File: config.mk
export PLATFORM = sky130hd
export DESIGN_NAME = tbpr_tile_stage
export DESIGN_NICKNAME = d
export VERILOG_FILES = /design/src/rtl/tbpr_pkg.sv /design/src/rtl/tbpr_tile_stage.sv
export SDC_FILE = /design/constraint.sdc
export NUM_CORES = 1
export LEC_CHECK = 0
export BUFFER_PORTS_ARGS = -buffer_cell sky130_fd_sc_hd__buf_2
export CORE_MARGIN = 8
export CORE_UTILIZATION = 29
export CTS_CLUSTER_DIAMETER = 100
export DETAILED_ROUTE_END_ITERATION = 12
export GPL_TIMING_DRIVEN = 0
export PLACE_DENSITY = 0.86
export SYNTH_ARGS = -nofsm -noshare
export SYNTH_HDL_FRONTEND = slang
export SYNTH_SLANG_ARGS = --single-unit
File: constraint.sdc
create_clock -name clock -period 1.4 [get_ports clock]
set_clock_uncertainty 0.1 [all_clocks]
set_input_delay 0.07 -clock clock [delete_from_list [all_inputs] [get_ports clock]]
set_output_delay 0.07 -clock clock [all_outputs]
set_load 0.01 [all_outputs]
File: src/rtl/tbpr_pkg.sv
// Shared types and constants for the tile background pixel renderer.
// No dependencies; every other file but tbpr_ram imports this package.
package tbpr_pkg;

   // Video RAM geometry: two byte banks (even and odd byte offsets)
   localparam int unsigned VRAM_BYTES    = 8192;
   localparam int unsigned VRAM_OFS_W    = 13;
   localparam int unsigned BANK_DEPTH    = VRAM_BYTES / 2;
   localparam int unsigned BANK_IDX_W    = VRAM_OFS_W - 1;

   // Item codes
   localparam logic OP_WRITE  = 1'b0;
   localparam logic OP_RENDER = 1'b1;

   // Register indexes on the csr port
   localparam logic [2:0] CSR_DISPLAY_CONTROL = 3'd0;
   localparam logic [2:0] CSR_SCROLL_X        = 3'd1;
   localparam logic [2:0] CSR_SCROLL_Y        = 3'd2;
   localparam logic [2:0] CSR_WINDOW_X        = 3'd3;
   localparam logic [2:0] CSR_WINDOW_Y        = 3'd4;
   localparam logic [2:0] CSR_BG_PALETTE      = 3'd5;

   // display_control bit positions
   localparam int unsigned DC_BG_ON       = 0;
   localparam int unsigned DC_BG_MAP      = 3;
   localparam int unsigned DC_DATA_UNSIGN = 4;
   localparam int unsigned DC_WIN_ON      = 5;
   localparam int unsigned DC_WIN_MAP     = 6;
   localparam int unsigned DC_DISPLAY_ON  = 7;

   // Offsets from the base of video RAM (0x8000)
   localparam logic [12:0] MAP_LOW_OFS     = 13'h1800;  // 0x9800
   localparam logic [12:0] MAP_HIGH_OFS    = 13'h1c00;  // 0x9c00
   localparam logic [12:0] DATA_SIGNED_OFS = 13'h0800;  // 0x8800
   localparam logic [7:0]  TILE_SIGN_FLIP  = 8'h80;
   localparam logic [7:0]  WINDOW_X_BIAS   = 8'd7;
   localparam logic [1:0]  SHADE_MASK      = 2'h3;

   typedef struct packed {
      logic [7:0] display_control;
      logic [7:0] scroll_x;
      logic [7:0] scroll_y;
      logic [7:0] window_x;
      logic [7:0] window_y;
      logic [7:0] bg_palette;
   } cfg_type;

   // Stage after the map read was issued
   typedef struct packed {
      logic [7:0] out_x;
      logic [7:0] out_line;
      logic       on;
      logic       map_bank;
      logic [2:0] fine_x;
      logic [2:0] fine_y;
   } map_stage_type;

   // Stage after the tile row read was issued
   typedef struct packed {
      logic [7:0] out_x;
      logic [7:0] out_line;
      logic       on;
      logic [2:0] fine_x;
   } tile_stage_type;

endpackage

File: src/rtl/tbpr_tile_stage.sv
// Tile number to tile data row address, second pipeline stage.
// Depends on tbpr_pkg; consumes the map byte read by the first stage.
module tbpr_tile_stage (
   input  logic                            clock,
   input  logic                            reset,
   input  tbpr_pkg::cfg_type               cfg,
   input  logic                            advance,
   input  logic                            prev_valid,
   input  tbpr_pkg::map_stage_type         prev,
   input  logic [7:0]                      map_even,
   input  logic [7:0]                      map_odd,
   output logic [tbpr_pkg::BANK_IDX_W-1:0] row_idx,
   output logic                            stage_valid,
   output tbpr_pkg::tile_stage_type        stage
);
   import tbpr_pkg::*;

   logic           [7:0]  tile_idx;
   logic           [12:0] tile_ofs;
   logic                  valid_ff;
   logic                  valid_in;
   tile_stage_type        stage_ff;
   tile_stage_type        stage_in;

   // Unsigned data from 0x8000, signed data centered on 0x9000
   always_comb begin
      tile_idx = prev.map_bank ? map_odd : map_even;
      if (cfg.display_control[DC_DATA_UNSIGN]) begin
         tile_ofs = {1'b0, tile_idx, 4'h0};
      end else begin
         tile_ofs = DATA_SIGNED_OFS + {1'b0, tile_idx ^ TILE_SIGN_FLIP, 4'h0};
      end
      // Row pair: even byte in one bank, odd byte in the other
      row_idx = {tile_ofs[12:4], prev.fine_y};
   end

   always_comb begin
      stage_in.out_x    = prev.out_x;
      stage_in.out_line = prev.out_line;
      stage_in.on       = prev.on;
      stage_in.fine_x   = prev.fine_x;
      valid_in          = advance ? prev_valid : valid_ff;
   end

   always_ff @(posedge clock) begin
      if (reset) begin
         valid_ff <= 1'b0;
      end else begin
         valid_ff <= valid_in;
      end
   end

   always_ff @(posedge clock) begin
      if (advance) begin
         stage_ff <= stage_in;
      end
   end

   assign stage_valid = valid_ff;
   assign stage       = stage_ff;

endmodule

==> flow_summary.ini <==
[yosys]
synth.avg_cell_area_um2 = 21.3
synthesis.area_um2 = 768
yosysWarnings = 0
syn_nets = 128
synth_cell_types = 9
synth-compound-area-share = 0
synth_cells = 36
synth_top_family_by_area = multiplexers
synth_xor_xnor_area_share = 0
yosys.area.top_type = edfxtp_1
synth_top_area_frac = 0.782
synthAdderAreaFrac = 0
yosys.area_share.simple = 0.0130
synth.area.top_cells = edfxtp_1, mux2_2, buf_4
ys_ff_latch = 21
synthMuxAreaShare = 0.135
seq_area_frac_synth = 0.808

[floorplan]
dieArea_um2 = 4550
initial_core_util = 0.307
core-area_um2 = 2500
io_pins = 125
die_h_um = 67.5
die_w_um = 67.5
fp-row-count = 18

[critical_path]
worst_ep_required_time_ns = 1.49
end_kind = flip-flop
critical_path.max_fanout = 2
critPathLaunchType = flip-flop
reg2reg_depth = 3
worst_ep_arrival_time_ns = 1.33
path_class = flip-flop to flip-flop

[drt]
vias_per_cell = 4.11
dr.pass1.iters = 2
dr_total_vias = 678
antenna_left = 0
wl_per_cell_um = 15.5
first_iter_violations = 20
drc = 0
routed_wl_um = 2560

[final_layout]
fin_util = 0.567
final_common_cell = buf_2
areaGrowthSynthToFinish_pct = 84.5
drive_gt1_frac = 0.659
regArea_um2 = 621
nFillCells = 217
final_nets = 228
final_cell_mix = buf_2, dlygate4sd3_1, edfxtp_1
multiInputGateArea_um2 = 114
antenna_cells = 0

[pwr]
ir_drop_uv = 697
power.density_nw_per_um2 = 915
p_leak_nw = 0.668

[sta]
rsz0062_at_grt = no
finalMaxSlewViolations = 0
relSlewSlack = 0.706
setup_viol = 0
worstMarginPinSlew_ns = 0.441
finalCritPeriodShare = 0.885
period_minus_slack_ns = 1.24
fmax_mhz = 808
hold_violations = 0
fin_setup_tns_ns = 0

[clock_tree]
clk_path_buf_depth = 2
clk_latency_ns = 0.29
cts_num_sinks = 21
numCtsBuffers = 3
cts.clk_slew.worst_paths_ns = 0.11
clockRootBuffer = clkbuf_4
htreeDepth = 1
cts_tree = done

[flow_run]
drv_cap = 0

[status]
status = finished, final reports clean

[global_route]
grt_max_degree = 22
grtUsageTotal = 0.109
grt_pass1_wl_um = 3770
grt_pass1_vias = 827
overflow = 0
antenna_found_initial = 0

[placement]
routabilityCongestion = 0.764
port_buffers = 73

[min_path]
min_path_type = primary input to flip-flop
min_path_cells = 1
==> final timing paths <==
path	start	end	slack (ns)
max reg2reg	stage_valid$_SDFFE_PP0P_	stage_valid$_SDFFE_PP0P_	0.16
min	advance	stage[12]$_DFFE_PP_	0.14
min reg2reg	stage_valid$_SDFFE_PP0P_	stage_valid$_SDFFE_PP0P_	0.96
max	stage_valid$_SDFFE_PP0P_	stage_valid$_SDFFE_PP0P_	0.16
==> state kept, by name, indices dropped and copies added (netlist names) <==
register and cells:
stage 20, stage_valid 1
==> cells in the mapped netlist <==
| library cell | instances |
|---|---|
| buf_6 | 1 |
| buf_4 | 3 |
| mux2_4 | 1 |
| edfxtp_1 | 20 |
| nor2_1 | 1 |
| nor2_2 | 1 |
| dfxtp_1 | 1 |
| mux2_2 | 7 |
| mux2i_1 | 1 |
==> report_power, final <==
part           switching [mW]  internal (mW)
clock network           0.167          0.111
logic                   0.114          0.153
registers              0.0116          0.741
total                   0.292           1.00
==> worst max-delay path, stage by stage (launching register included) <==
cell           delay [ns]
dfxtp_1              0.33
mux2i_1              0.12
nor2_1               0.05
dlygate4sd3_1        0.54
==> per-stage QoR <==
stage | power [mW] | instance area, µm² | hold slack, ns | cells | worst slack [ns]
final | 1.30 | 1420 | 0.141 | 165 | 0.162
after global routing | 1.37 | 1420 | 0.139 | 165 | 0.0912
after CTS | 1.31 | 1420 | 0.136 | 165 | 0.149
after detailed placement | 0.991 | 1170 | 0.130 | 139 | 0.436
after global placement | 0.984 | 1170 | 0.128 | 139 | 0.467
after floorplan | 0.849 | 768 | 0.0424 | 36 | 0.598
==> what timing repair did <==
item | CTS | global route
hold endpoints to repair | 21 | 0
hold buffers | 22 | 0
buffers inserted | 0 | 0
resized for setup | 0 | 0
==> final cells by class <==
cell class	count	share of cell area
clock buffers	4	0.0185
well taps	30	0.0265
plain buffers	4	0.0238
multi-input cells	11	0.0803
repair buffers	95	0.413
flip-flops and latches	21	0.438
==> cells by family after synthesis <==
group / after synthesis
multiplexers: 9
AND/OR/NAND/NOR: 2
buffers and inverters: 4
flip-flops: 21
==> layer usage <==
layer  track usage  wire [µm]  part of all wire
met4        0.0366         19            0.0074
met5             0          0                 0
met1        0.0984        815              0.32
met2         0.207       1490              0.58
met3        0.0530        228             0.089
(Power assumes the default switching activity.)
