`config.mk`:
```
export PLATFORM = sky130hd
export DESIGN_NAME = tbpr_pixel_stage
export DESIGN_NICKNAME = d
export VERILOG_FILES = /design/src/rtl/tbpr_pkg.sv /design/src/rtl/tbpr_pixel_stage.sv
export SDC_FILE = /design/constraint.sdc
export NUM_CORES = 1
export LEC_CHECK = 0
export BUFFER_PORTS_ARGS = -buffer_cell sky130_fd_sc_hd__buf_4
export CAP_MARGIN = 20
export CORE_ASPECT_RATIO = 0.75
export CORE_UTILIZATION = 30
export DETAILED_ROUTE_END_ITERATION = 10
export PLACE_DENSITY = 0.78
export SLEW_MARGIN = 10
export SYNTH_ARGS = -nofsm -noshare
export SYNTH_HDL_FRONTEND = slang
export SYNTH_SLANG_ARGS = --single-unit
export TNS_END_PERCENT = 100
```
`constraint.sdc`:
```
create_clock -name clock -period 4.5 [get_ports clock]
set_input_delay 0.9 -clock clock [delete_from_list [all_inputs] [get_ports clock]]
set_output_delay 0.9 -clock clock [all_outputs]
set_load 0.02 [all_outputs]
```
`src/rtl/tbpr_pkg.sv`:
```
// Shared types and constants for the tile background pixel renderer.
// No dependencies; every other file but tbpr_ram imports this package.
package tbpr_pkg;

   // Video RAM geometry: two byte banks (even and odd byte offsets)
   localparam int unsigned VRAM_BYTES    = 8192;
   localparam int unsigned VRAM_OFS_W    = 13;
   localparam int unsigned BANK_DEPTH    = VRAM_BYTES / 2;
   localparam int unsigned BANK_IDX_W    = VRAM_OFS_W - 1;

   // Item codes
   localparam logic OP_WRITE  = 1'b0;
   localparam logic OP_RENDER = 1'b1;

   // Register indexes on the csr port
   localparam logic [2:0] CSR_DISPLAY_CONTROL = 3'd0;
   localparam logic [2:0] CSR_SCROLL_X        = 3'd1;
   localparam logic [2:0] CSR_SCROLL_Y        = 3'd2;
   localparam logic [2:0] CSR_WINDOW_X        = 3'd3;
   localparam logic [2:0] CSR_WINDOW_Y        = 3'd4;
   localparam logic [2:0] CSR_BG_PALETTE      = 3'd5;

   // display_control bit positions
   localparam int unsigned DC_BG_ON       = 0;
   localparam int unsigned DC_BG_MAP      = 3;
   localparam int unsigned DC_DATA_UNSIGN = 4;
   localparam int unsigned DC_WIN_ON      = 5;
   localparam int unsigned DC_WIN_MAP     = 6;
   localparam int unsigned DC_DISPLAY_ON  = 7;

   // Offsets from the base of video RAM (0x8000)
   localparam logic [12:0] MAP_LOW_OFS     = 13'h1800;  // 0x9800
   localparam logic [12:0] MAP_HIGH_OFS    = 13'h1c00;  // 0x9c00
   localparam logic [12:0] DATA_SIGNED_OFS = 13'h0800;  // 0x8800
   localparam logic [7:0]  TILE_SIGN_FLIP  = 8'h80;
   localparam logic [7:0]  WINDOW_X_BIAS   = 8'd7;
   localparam logic [1:0]  SHADE_MASK      = 2'h3;

   typedef struct packed {
      logic [7:0] display_control;
      logic [7:0] scroll_x;
      logic [7:0] scroll_y;
      logic [7:0] window_x;
      logic [7:0] window_y;
      logic [7:0] bg_palette;
   } cfg_type;

   // Stage after the map read was issued
   typedef struct packed {
      logic [7:0] out_x;
      logic [7:0] out_line;
      logic       on;
      logic       map_bank;
      logic [2:0] fine_x;
      logic [2:0] fine_y;
   } map_stage_type;

   // Stage after the tile row read was issued
   typedef struct packed {
      logic [7:0] out_x;
      logic [7:0] out_line;
      logic       on;
      logic [2:0] fine_x;
   } tile_stage_type;

endpackage

```
`src/rtl/tbpr_pixel_stage.sv`:
```
// Colour id, palette lookup and the result output register.
// Depends on tbpr_pkg; consumes the tile row bytes read by the second stage.
module tbpr_pixel_stage (
   input  logic                     clock,
   input  logic                     reset,
   input  tbpr_pkg::cfg_type        cfg,
   input  logic                     advance,
   input  logic                     prev_valid,
   input  tbpr_pkg::tile_stage_type prev,
   input  logic [7:0]               row_lo,
   input  logic [7:0]               row_hi,
   output logic                     rsp_valid,
   output logic [7:0]               rsp_out_x,
   output logic [7:0]               rsp_out_line,
   output logic [1:0]               rsp_shade,
   output logic                     rsp_drawn
);
   import tbpr_pkg::*;

   logic [2:0] bit_sel;
   logic [1:0] pal_sel;
   logic [1:0] shade_in;
   logic       valid_ff;
   logic       valid_in;
   logic [7:0] out_x_ff;
   logic [7:0] out_line_ff;
   logic [1:0] shade_ff;
   logic       drawn_ff;

   // Column c uses bit 7-c; the first byte carries weight two
   always_comb begin
      bit_sel  = ~prev.fine_x;
      pal_sel  = {row_lo[bit_sel], row_hi[bit_sel]};
      case (pal_sel)
         2'd0:    shade_in = cfg.bg_palette[1:0] & SHADE_MASK;
         2'd1:    shade_in = cfg.bg_palette[3:2] & SHADE_MASK;
         2'd2:    shade_in = cfg.bg_palette[5:4] & SHADE_MASK;
         default: shade_in = cfg.bg_palette[7:6] & SHADE_MASK;
      endcase
      if (!prev.on) begin
         shade_in = 2'd0;
      end
      valid_in = advance ? prev_valid : valid_ff;
   end

   always_ff @(posedge clock) begin
      if (reset) begin
         valid_ff <= 1'b0;
      end else begin
         valid_ff <= valid_in;
      end
   end

   always_ff @(posedge clock) begin
      if (advance) begin
         out_x_ff    <= prev.out_x;
         out_line_ff <= prev.out_line;
         shade_ff    <= shade_in;
         drawn_ff    <= prev.on;
      end
   end

   assign rsp_valid    = valid_ff;
   assign rsp_out_x    = out_x_ff;
   assign rsp_out_line = out_line_ff;
   assign rsp_shade    = shade_ff;
   assign rsp_drawn    = drawn_ff;

endmodule

```
==> metrics.md <==
| Metric | Value |
|---|---|
| CTS Buf Count | `3` |
| Min-Delay Path Class | `reg2reg` |
| Status | `complete, no violations` |
| Initial antenna violation count | `0` |
| CTS tree | `yes` |
| Seq pwr share | `roughly half` |
| Commonest non-fill, non-tap cell in the layout | `buf_4` |
| WL per Instance | `about 12 um` |
| Clk sinks | `20` |
| Crit-path cells | `buf_4 > mux4_1 > mux2i_2 > mux4_1 > and2_1` |
| DR top layer | `met3` |
| Layout cells sized above 1 | `69.5%` |
| Cts hold-fix bufs | `0` |
| Total gr overflow | `0` |
| Fmax achieved | `about 0.4 GHz` |
| DRC Markers | `0` |
| Worst skew pair latency | `between 0.2 and 0.3 ns` |
| Die ar. | `between 2000 and 3000 sq um` |
| GP Congestion | `0.655` |
| Crit-path most repeated cell | `mux4_1` |
| Synth area leaders | `edfxtp_1, mux4_1, mux2i_1, mux4_2, dfxtp_1` |
| Post-Syn Area per Cell | `about 23 sq um` |
| GRT Util Overall | `between 10% and 20%` |
| WS Path Type | `in2reg` |
| Power share of the clock group | `between 30% and 40%` |
| Rows | `15` |
| Crit path max-delay family | `multiplexers` |
| # IOs | `about 110` |
| Setup TNS | `0 ns` |
| DRT antenna net count | `0` |
| Input/output buffers | `67` |
| Syn nets | `123` |
| Internal power | `~370 uW` |
| Ys Warns | `0` |
| Peak supply drop | `about 120 uV` |
| CTS HTree Levels | `1` |
| Final hold violation count | `0` |
| Placed Area | `1340 sq um` |
| Design Area, Final | `about 1400 sq um` |
| Post-CTS setup buffers | `0` |
| First-pass GRT wire length | `2300 um` |
| Post-Synthesis Cells | `35` |
| Sequential fraction of the synthesis area | `between 70 and 80%` |
| Vias | `616` |
| Starting Density | `approximately a third` |
| Netlist cell types | `9` |
| Core area | `2420 sq um` |
| Routed WL | `~1600 um` |
| Leakage | `about 0.00063 uW` |
| Critical Path Start Type | `input pin` |
| Switching Fraction | `around a fifth` |
| Net Switching | `between 90 and 100 uW` |
| Part of the cycle the worst path needs | `55.6%` |
| Root buf cell | `clkbuf_4` |
| Slew Viols, Final | `0` |
| Inserted Diodes | `0` |
| Comb power frac | `around a fifth` |
| Slew HR | `a little over four fifths` |
| Worst Path Required | `4.56 ns` |
| Setup Skew | `0 ns` |
| CP max-delay cell | `mux4_1` |
| M1 wire length | `583 um` |
| Vias in the first global route | `about 580` |
| Layout Nets | `194` |
| CP Data Arrival Time | `between 2 and 3 ns` |
| Die H | `47.0 um` |
| Routed length on met2 | `~770 um` |
| Post-synthesis cell area | `between 800 and 900 sq um` |
| Synth-to-Final Area Change | `72.5%` |
| CP max FO | `6` |
| Setup Viol. Count Final | `0` |
| Drt first-iter violations | `17` |
| Worst-Margin Slew | `roughly 0.25 ns` |
| Crit. End Element | `register` |
| Pin count of the biggest net entering global routing | `21` |
| #FFs+latches synth | `20` |
| PwrDens | `between 300 and 400 nW/um^2` |
| Clk slew on worst S/H paths | `roughly 0.11 ns` |
| Via/cell ratio | `4.43` |
| Met3 wire length | `248 um` |
| Unrepaired setup endpoints after global routing | `false` |
| Critical Path Max Stage Delay | `0.58 ns` |
| Worst path buffer plus inverter count | `1` |
| Commonest non-fill, non-tap cells in the layout | `buf_4, edfxtp_1, mux2i_1, mux4_1, clkbuf_4` |
| Max clock buf depth | `2` |
| Area leader, netlist | `edfxtp_1` |
| Post-CTS sizing | `0` |
| Pre-antenna DRT Iters | `3` |
| Final period demand of the worst path | `~2.5 ns` |
| Post-synth top area share | `between 70% and 80%` |
| Die width | `roughly 62 um` |
| Max-Cap Viols | `0` |
-- through the flow --
stage	setup WS, ns	power, uW	std cells	hold slack, ns	util, %
floorplan	1.78	267	35	0.579	-
global placement	1.69	322	135	0.499	55.5
detailed placement	1.66	324	135	0.497	55.5
CTS	1.99	464	139	0.525	57.7
global route	1.96	479	139	0.563	57.7
finish	2.00	459	139	0.519	57.7
-- cells by family after synthesis --
logic type / share of synthesized area [%]
muxes: 23.6
DFF: 73.0
and+or+nand+nor: 2.01
buffers and inverters: 1.39
-- tightest hold or removal path, stage by stage, from the launching register on --
cell and delay [ns]:
dfxtp_1 0.35, mux2i_1 0.07, nor2_1 0.07
-- routing by layer --
| metal | vias up | global-route usage, % |
|---|---|---|
| li1 | 291 | - |
| met1 | 271 | 11.1 |
| met2 | 54 | 21.1 |
| met3 | 0 | 4.68 |
| met4 | 0 | 4.00 |
| met5 | - | 0 |
-- sequential cells by signal, summed over array words and instances, names as in the netlist --
name          cells
rsp_shade         2
rsp_valid         1
rsp_out_line      8
rsp_drawn         1
rsp_out_x         8
-- cell usage after synthesis --
cell	n
edfxtp_1	19
dfxtp_1	1
mux2i_1	5
buf_6	1
and2_1	2
mux2i_2	1
mux4_1	4
mux4_2	1
nor2_1	1
-- power by group through the flow --
stage / Combinational (uW) / Clock [uW] / Sequential [uW]
floorplan: 18.2 / 0 / 249
global placement: 94.0 / 0 / 228
detailed placement: 95.0 / 0 / 229
CTS: 95.1 / 145 / 225
global route: 101 / 152 / 227
finish: 93.9 / 140 / 224
-- cell type report --
class                           count  area, sq um
Timing Repair Buffer               67          503
Sequential cell                    20          591
Clock buffer                        3         22.5
Clock inverter                      1         30.0
Fill cell                         192         1020
Multi-Input combinational cell     14          208
Tap cell                           34         42.5
-- worst paths after layout --
kind / slack, ns / cells after the start / end / from
max: 2.00 / 5 / rsp_shade[0] / prev[0]
min: 0.52 / 2 / rsp_valid / rsp_valid
max reg2reg: 3.91 / 2 / rsp_valid / rsp_valid
min reg2reg: 0.52 / 2 / rsp_valid / rsp_valid
Power figures use the tool's default switching activity.
