`config.mk`:
```
export PLATFORM = sky130hd
export DESIGN_NAME = tbpr_map_stage
export DESIGN_NICKNAME = d
export VERILOG_FILES = /design/src/rtl/tbpr_pkg.sv /design/src/rtl/tbpr_map_stage.sv
export SDC_FILE = /design/constraint.sdc
export NUM_CORES = 1
export LEC_CHECK = 0
export BUFFER_PORTS_ARGS = -buffer_cell sky130_fd_sc_hd__buf_2
export CORE_MARGIN = 2
export CORE_UTILIZATION = 45
export CTS_CLUSTER_DIAMETER = 50
export DETAILED_ROUTE_END_ITERATION = 6
export HOLD_SLACK_MARGIN = 0.05
export PLACE_DENSITY = 0.73
export SETUP_SLACK_MARGIN = 0.1
export SLEW_MARGIN = 5
export SYNTH_ARGS = -nofsm -noshare
export SYNTH_HDL_FRONTEND = slang
export SYNTH_SLANG_ARGS = --single-unit
```
`constraint.sdc`:
```
create_clock -name clock -period 3.56 [get_ports clock]
set_input_delay 0.712 -clock clock [delete_from_list [all_inputs] [get_ports clock]]
set_output_delay 0.712 -clock clock [all_outputs]
set_load 0.05 [all_outputs]
```
`src/rtl/tbpr_pkg.sv`:
```
// Shared types and constants for the tile background pixel renderer.
// No dependencies; every other file but tbpr_ram imports this package.
package tbpr_pkg;

   // Video RAM geometry: two byte banks (even and odd byte offsets)
   localparam int unsigned VRAM_BYTES    = 8192;
   localparam int unsigned VRAM_OFS_W    = 13;
   localparam int unsigned BANK_DEPTH    = VRAM_BYTES / 2;
   localparam int unsigned BANK_IDX_W    = VRAM_OFS_W - 1;

   // Item codes
   localparam logic OP_WRITE  = 1'b0;
   localparam logic OP_RENDER = 1'b1;

   // Register indexes on the csr port
   localparam logic [2:0] CSR_DISPLAY_CONTROL = 3'd0;
   localparam logic [2:0] CSR_SCROLL_X        = 3'd1;
   localparam logic [2:0] CSR_SCROLL_Y        = 3'd2;
   localparam logic [2:0] CSR_WINDOW_X        = 3'd3;
   localparam logic [2:0] CSR_WINDOW_Y        = 3'd4;
   localparam logic [2:0] CSR_BG_PALETTE      = 3'd5;

   // display_control bit positions
   localparam int unsigned DC_BG_ON       = 0;
   localparam int unsigned DC_BG_MAP      = 3;
   localparam int unsigned DC_DATA_UNSIGN = 4;
   localparam int unsigned DC_WIN_ON      = 5;
   localparam int unsigned DC_WIN_MAP     = 6;
   localparam int unsigned DC_DISPLAY_ON  = 7;

   // Offsets from the base of video RAM (0x8000)
   localparam logic [12:0] MAP_LOW_OFS     = 13'h1800;  // 0x9800
   localparam logic [12:0] MAP_HIGH_OFS    = 13'h1c00;  // 0x9c00
   localparam logic [12:0] DATA_SIGNED_OFS = 13'h0800;  // 0x8800
   localparam logic [7:0]  TILE_SIGN_FLIP  = 8'h80;
   localparam logic [7:0]  WINDOW_X_BIAS   = 8'd7;
   localparam logic [1:0]  SHADE_MASK      = 2'h3;

   typedef struct packed {
      logic [7:0] display_control;
      logic [7:0] scroll_x;
      logic [7:0] scroll_y;
      logic [7:0] window_x;
      logic [7:0] window_y;
      logic [7:0] bg_palette;
   } cfg_type;

   // Stage after the map read was issued
   typedef struct packed {
      logic [7:0] out_x;
      logic [7:0] out_line;
      logic       on;
      logic       map_bank;
      logic [2:0] fine_x;
      logic [2:0] fine_y;
   } map_stage_type;

   // Stage after the tile row read was issued
   typedef struct packed {
      logic [7:0] out_x;
      logic [7:0] out_line;
      logic       on;
      logic [2:0] fine_x;
   } tile_stage_type;

endpackage

```
`src/rtl/tbpr_map_stage.sv`:
```
// Coordinate transform and tile map address for an incoming render beat.
// Depends on tbpr_pkg; holds the first pipeline stage.
module tbpr_map_stage (
   input  logic                          clock,
   input  logic                          reset,
   input  tbpr_pkg::cfg_type             cfg,
   input  logic                          advance,
   input  logic                          load_render,
   input  logic [7:0]                    pixel_x,
   input  logic [7:0]                    line_num,
   output logic [tbpr_pkg::BANK_IDX_W-1:0] map_idx,
   output logic                          stage_valid,
   output tbpr_pkg::map_stage_type       stage
);
   import tbpr_pkg::*;

   logic          win;
   logic          map_sel;
   logic [7:0]    win_left;
   logic [7:0]    plane_x;
   logic [7:0]    plane_y;
   logic [12:0]   map_ofs;
   logic          valid_ff;
   logic          valid_in;
   map_stage_type stage_ff;
   map_stage_type stage_in;

   // Background or window plane coordinates
   always_comb begin
      win      = cfg.display_control[DC_WIN_ON] && (line_num >= cfg.window_y);
      map_sel  = win ? cfg.display_control[DC_WIN_MAP] : cfg.display_control[DC_BG_MAP];
      win_left = cfg.window_x - WINDOW_X_BIAS;
      if (win) begin
         plane_x = pixel_x - win_left;
         plane_y = line_num - cfg.window_y;
      end else begin
         plane_x = pixel_x + cfg.scroll_x;
         plane_y = line_num + cfg.scroll_y;
      end
      // 32x32 map entry: row y/8, column x/8
      map_ofs = (map_sel ? MAP_HIGH_OFS : MAP_LOW_OFS)
                | {3'b000, plane_y[7:3], plane_x[7:3]};
      map_idx = map_ofs[12:1];
   end

   always_comb begin
      stage_in.out_x    = pixel_x;
      stage_in.out_line = line_num;
      stage_in.on       = cfg.display_control[DC_DISPLAY_ON] && cfg.display_control[DC_BG_ON];
      stage_in.map_bank = map_ofs[0];
      stage_in.fine_x   = plane_x[2:0];
      stage_in.fine_y   = plane_y[2:0];
      valid_in          = advance ? load_render : valid_ff;
   end

   always_ff @(posedge clock) begin
      if (reset) begin
         valid_ff <= 1'b0;
      end else begin
         valid_ff <= valid_in;
      end
   end

   always_ff @(posedge clock) begin
      if (advance) begin
         stage_ff <= stage_in;
      end
   end

   assign stage_valid = valid_ff;
   assign stage       = stage_ff;

endmodule

```
==> results by group <==
Die
  • Initial Util: 46.91%
  • CORE AREA: 5107 um^2
  • Die area: 5924 um^2
  • Floorplan row count: 26
  • Die height: 76.97 um
  • Die width: 76.97 um
  • IO Pins: 105

Timing
  • Tcrit/Tclk final: 94.76%
  • Final worst slack: 0.1867 ns
  • Maximum clock frequency: 296.4 MHz
  • Slew Limit Fails: 0
  • RSZ-0062 raised after global routing: false
  • Setup TNS Final: 0 ns
  • Final Critical Period: 3.373 ns
  • Hold Fails Final Rpt: 0
  • Slew @ Worst Pin: 0.5830 ns
  • Max-Slew Margin vs Limit: 61.14%
  • Final hold slack: 0.5064 ns
  • Clk_skew: 0 ns
  • Final number of setup-violating endpoints: 0

Setup path
  • WP data arrival: 2.66 ns
  • Slowest Stage Delay on Critical Path: 0.37 ns
  • Crit Path Class: in2out
  • Critical Path Fanout Max: 5
  • Critical path, cell by cell: buf_2 > inv_1 > ha_1 > ha_1 > and2_1 > a311o_1 > a21oi_2 > xnor2_1 > mux2_2 > buf_4
  • CP Data Required Time: 2.85 ns
  • Crit-path leading delay family: adder cells
  • CP endpoint kind: output pin
  • Most repeated library cell on the critical path: ha_1
  • Setup crit start kind: input pin
  • Critical path's slowest cell: ha_1
  • CP bufs+invs: 3

Detailed routing
  • Final ANT Viol Nets: 0
  • Detailed Routing Iterations Pass 1: 4
  • Routed WL: 4.993 mm
  • DRC violation total after the first TritonRoute iteration: 78
  • Avg WL per Cell: 12.64 um
  • Vias: 2001
  • DR vias/cell: 5.066
  • DRC viols: 0

Place
  • Buffers added on ports: 91
  • DP HPWL: 4.041 mm
  • Placer Congestion: 0.8194
  • Dpl cells: 391
  • Pre-CTS WS: 0.08079 ns

GRT
  • Gr usage total: 16.88%
  • Vias in the first global route: 1813
  • GRT overflow: 0
  • Largest net degree at the start of global routing: 26
  • Met2 Use GR: 27.54%
  • First-pass GRT wire length: 8.204 mm
  • Grt met3 use: 3.647%
  • Busiest grt layer: met2
  • Initial antenna violation count: 0
  • GR Util met1: 23.73%

CTS
  • CTS Buf Count: 3
  • Max Root-Sink Buffers: 2
  • Cts hold-fix bufs: 0
  • CTS tree: built
  • Clk_lat worst skew: 0.27 ns
  • Htree depth: 1
  • Clk sinks: 25
  • Root Driver: clkbuf_8
  • Clock transition at the registers of the reported paths: 0.09 ns

Synth
  • Async S/R FF share, synth: 0%
  • Register area share after synthesis: 30.91%
  • Syn avg cell area: 10.03 um^2
  • Mapped Cells: 239
  • Ys Warns: 0
  • Top_reg_cell synth: edfxtp_1
  • #FFs+latches synth: 25
  • Number of synthesized flops with an enable pin: 24
  • Mapped Area: 2396 um^2
  • Synth cell types: 42

Power
  • Net Sw Frac: 43.28%
  • Net Sw Power: 490.1 uW
  • Combinational Power Share: 52.4%
  • Part of the power in registers: 32.0%
  • Worst VDD drop: 277.3 uV
  • Clock Power Share: 15.6%
  • Leak: 0.001448 uW
  • Pwr/cell area: 380.9 nW/um^2
  • Cell-internal power: 642.4 uW

Finish
  • Fillers: 461
  • Area Overhead vs Synth: 24.07%
  • Area of the multi-input gates: 1494 um^2
  • Layout cells sized above 1: 36.00%
  • Register area: 740.7 um^2
  • Fin nets: 433
  • Final Non-Filler Cells: 395
  • # diodes: 0

Outcome
  • Result of the run: complete, no violations

Min path
  • Hold WC Path Type: reg2reg

Job
  • Max-capacitance violation count: 0
[per-stage QoR]
| stage | util, % | instance area, um^2 | total power [uW] |
|---|---|---|---|
| final | 58.21 | 2973 | 1132 |
| after global routing | 58.21 | 2973 | 1206 |
| after CTS | 56.93 | 2908 | 1128 |
| after detailed placement | 55.93 | 2856 | 939.5 |
| after global placement | 55.93 | 2856 | 932.2 |
| after floorplan | - | 2400 | 843.7 |
[cell usage in the layout, fill, tap and decap left out, drive strengths merged, types with 4 or more instances in the layout]
master  count
a21o        6
a21oi      16
a31oi       4
buf        94
clkbuf      4
edfxtp     24
fa          4
ha         35
inv        25
mux2        4
mux2i       6
nand2       4
nand3       4
nor2       14
nor2b       4
nor3        4
o21a        5
o21ai      16
o31ai       4
xnor2      10
xor2        8
[power groups by stage]
stage	logic (uW)	clock network [uW]	registers, uW
3_3_place_gp	564	0	368
3_5_place_dp	570	0	369
6_report	594	176	362
5_1_grt	643	198	365
4_1_cts	574	191	363
2_1_floorplan	371	0	473
[final cells by class]
class,instances,area share (%)
inverter,25,3.157
timing repair buffer,95,17.09
multi-input combinational,176,50.25
clock buffer,3,1.389
sequential,25,24.92
clock inverter,1,0.2525
tap,70,2.946
[worst reg2reg max path, cell delays in order (launching register included)]
cell and delay (ns):
dfxtp_1 0.32, mux2i_1 0.12, nor2_1 0.05
[synth_stat cells (3+ instances only)]
cell      number  area share (%)
a31oi_1        4             1.0
fa_1           4             3.3
mux2i_1        6             2.5
o31ai_1        4             1.3
nor3_1         4            0.84
xor2_1         8             2.9
ha_1          35              18
a21oi_1       14             2.9
nand3_1        4            0.84
nor2b_1        4             1.0
mux2_2         4             1.9
o21ai_0       16             3.3
o21bai_1       3            0.94
nand2b_1       3            0.78
xnor2_1       10             3.7
nand2_1        4            0.63
a21o_1         5             1.6
o21a_1         5             1.6
a211oi_1       3            0.94
inv_1         25             3.9
nor2_1        14             2.2
buf_4         12             3.8
edfxtp_1      24              30
[layer usage]
layer  vias to the layer above  routed length, um
met3                         2                295
met5                         -                  0
li1                       1031                  -
met1                       899               2353
met2                        69               2316
met4                         0                 27
[logic make-up after synthesis]
group | after synthesis | share of synthesized area (%)
other cells | 1 | 0.1565
flops | 25 | 30.91
mux | 10 | 4.386
buf+inv | 39 | 8.773
xor+xnor | 18 | 6.580
fa+ha+maj | 39 | 21.62
simple gates | 41 | 9.034
compound gates | 66 | 18.54
[path summary, 6_finish.rpt]
check / start / end / slack [ns] / depth (start not counted)
min reg2reg: stage_valid$_SDFFE_PP0P_ / stage_valid$_SDFFE_PP0P_ / 0.51 / 2
max reg2reg: stage_valid$_SDFFE_PP0P_ / stage_valid$_SDFFE_PP0P_ / 2.97 / 2
max: cfg[20] / map_idx[2] / 0.19 / 10
min: stage_valid$_SDFFE_PP0P_ / stage_valid$_SDFFE_PP0P_ / 0.51 / 2
[flip-flops by register name (all words and copies together), names as in the netlist]
name / flops
stage_valid: 1
stage: 24
[what timing repair did]
| action | CTS | global route |
|---|---|---|
| gates resized for setup | 1 | 20 |
| endpoints found under the setup margin | 1 | 9 |
| setup buffers | 0 | 0 |
| pin swaps | 0 | 0 |
No activity file was read; power rests on OpenSTA's default activity.
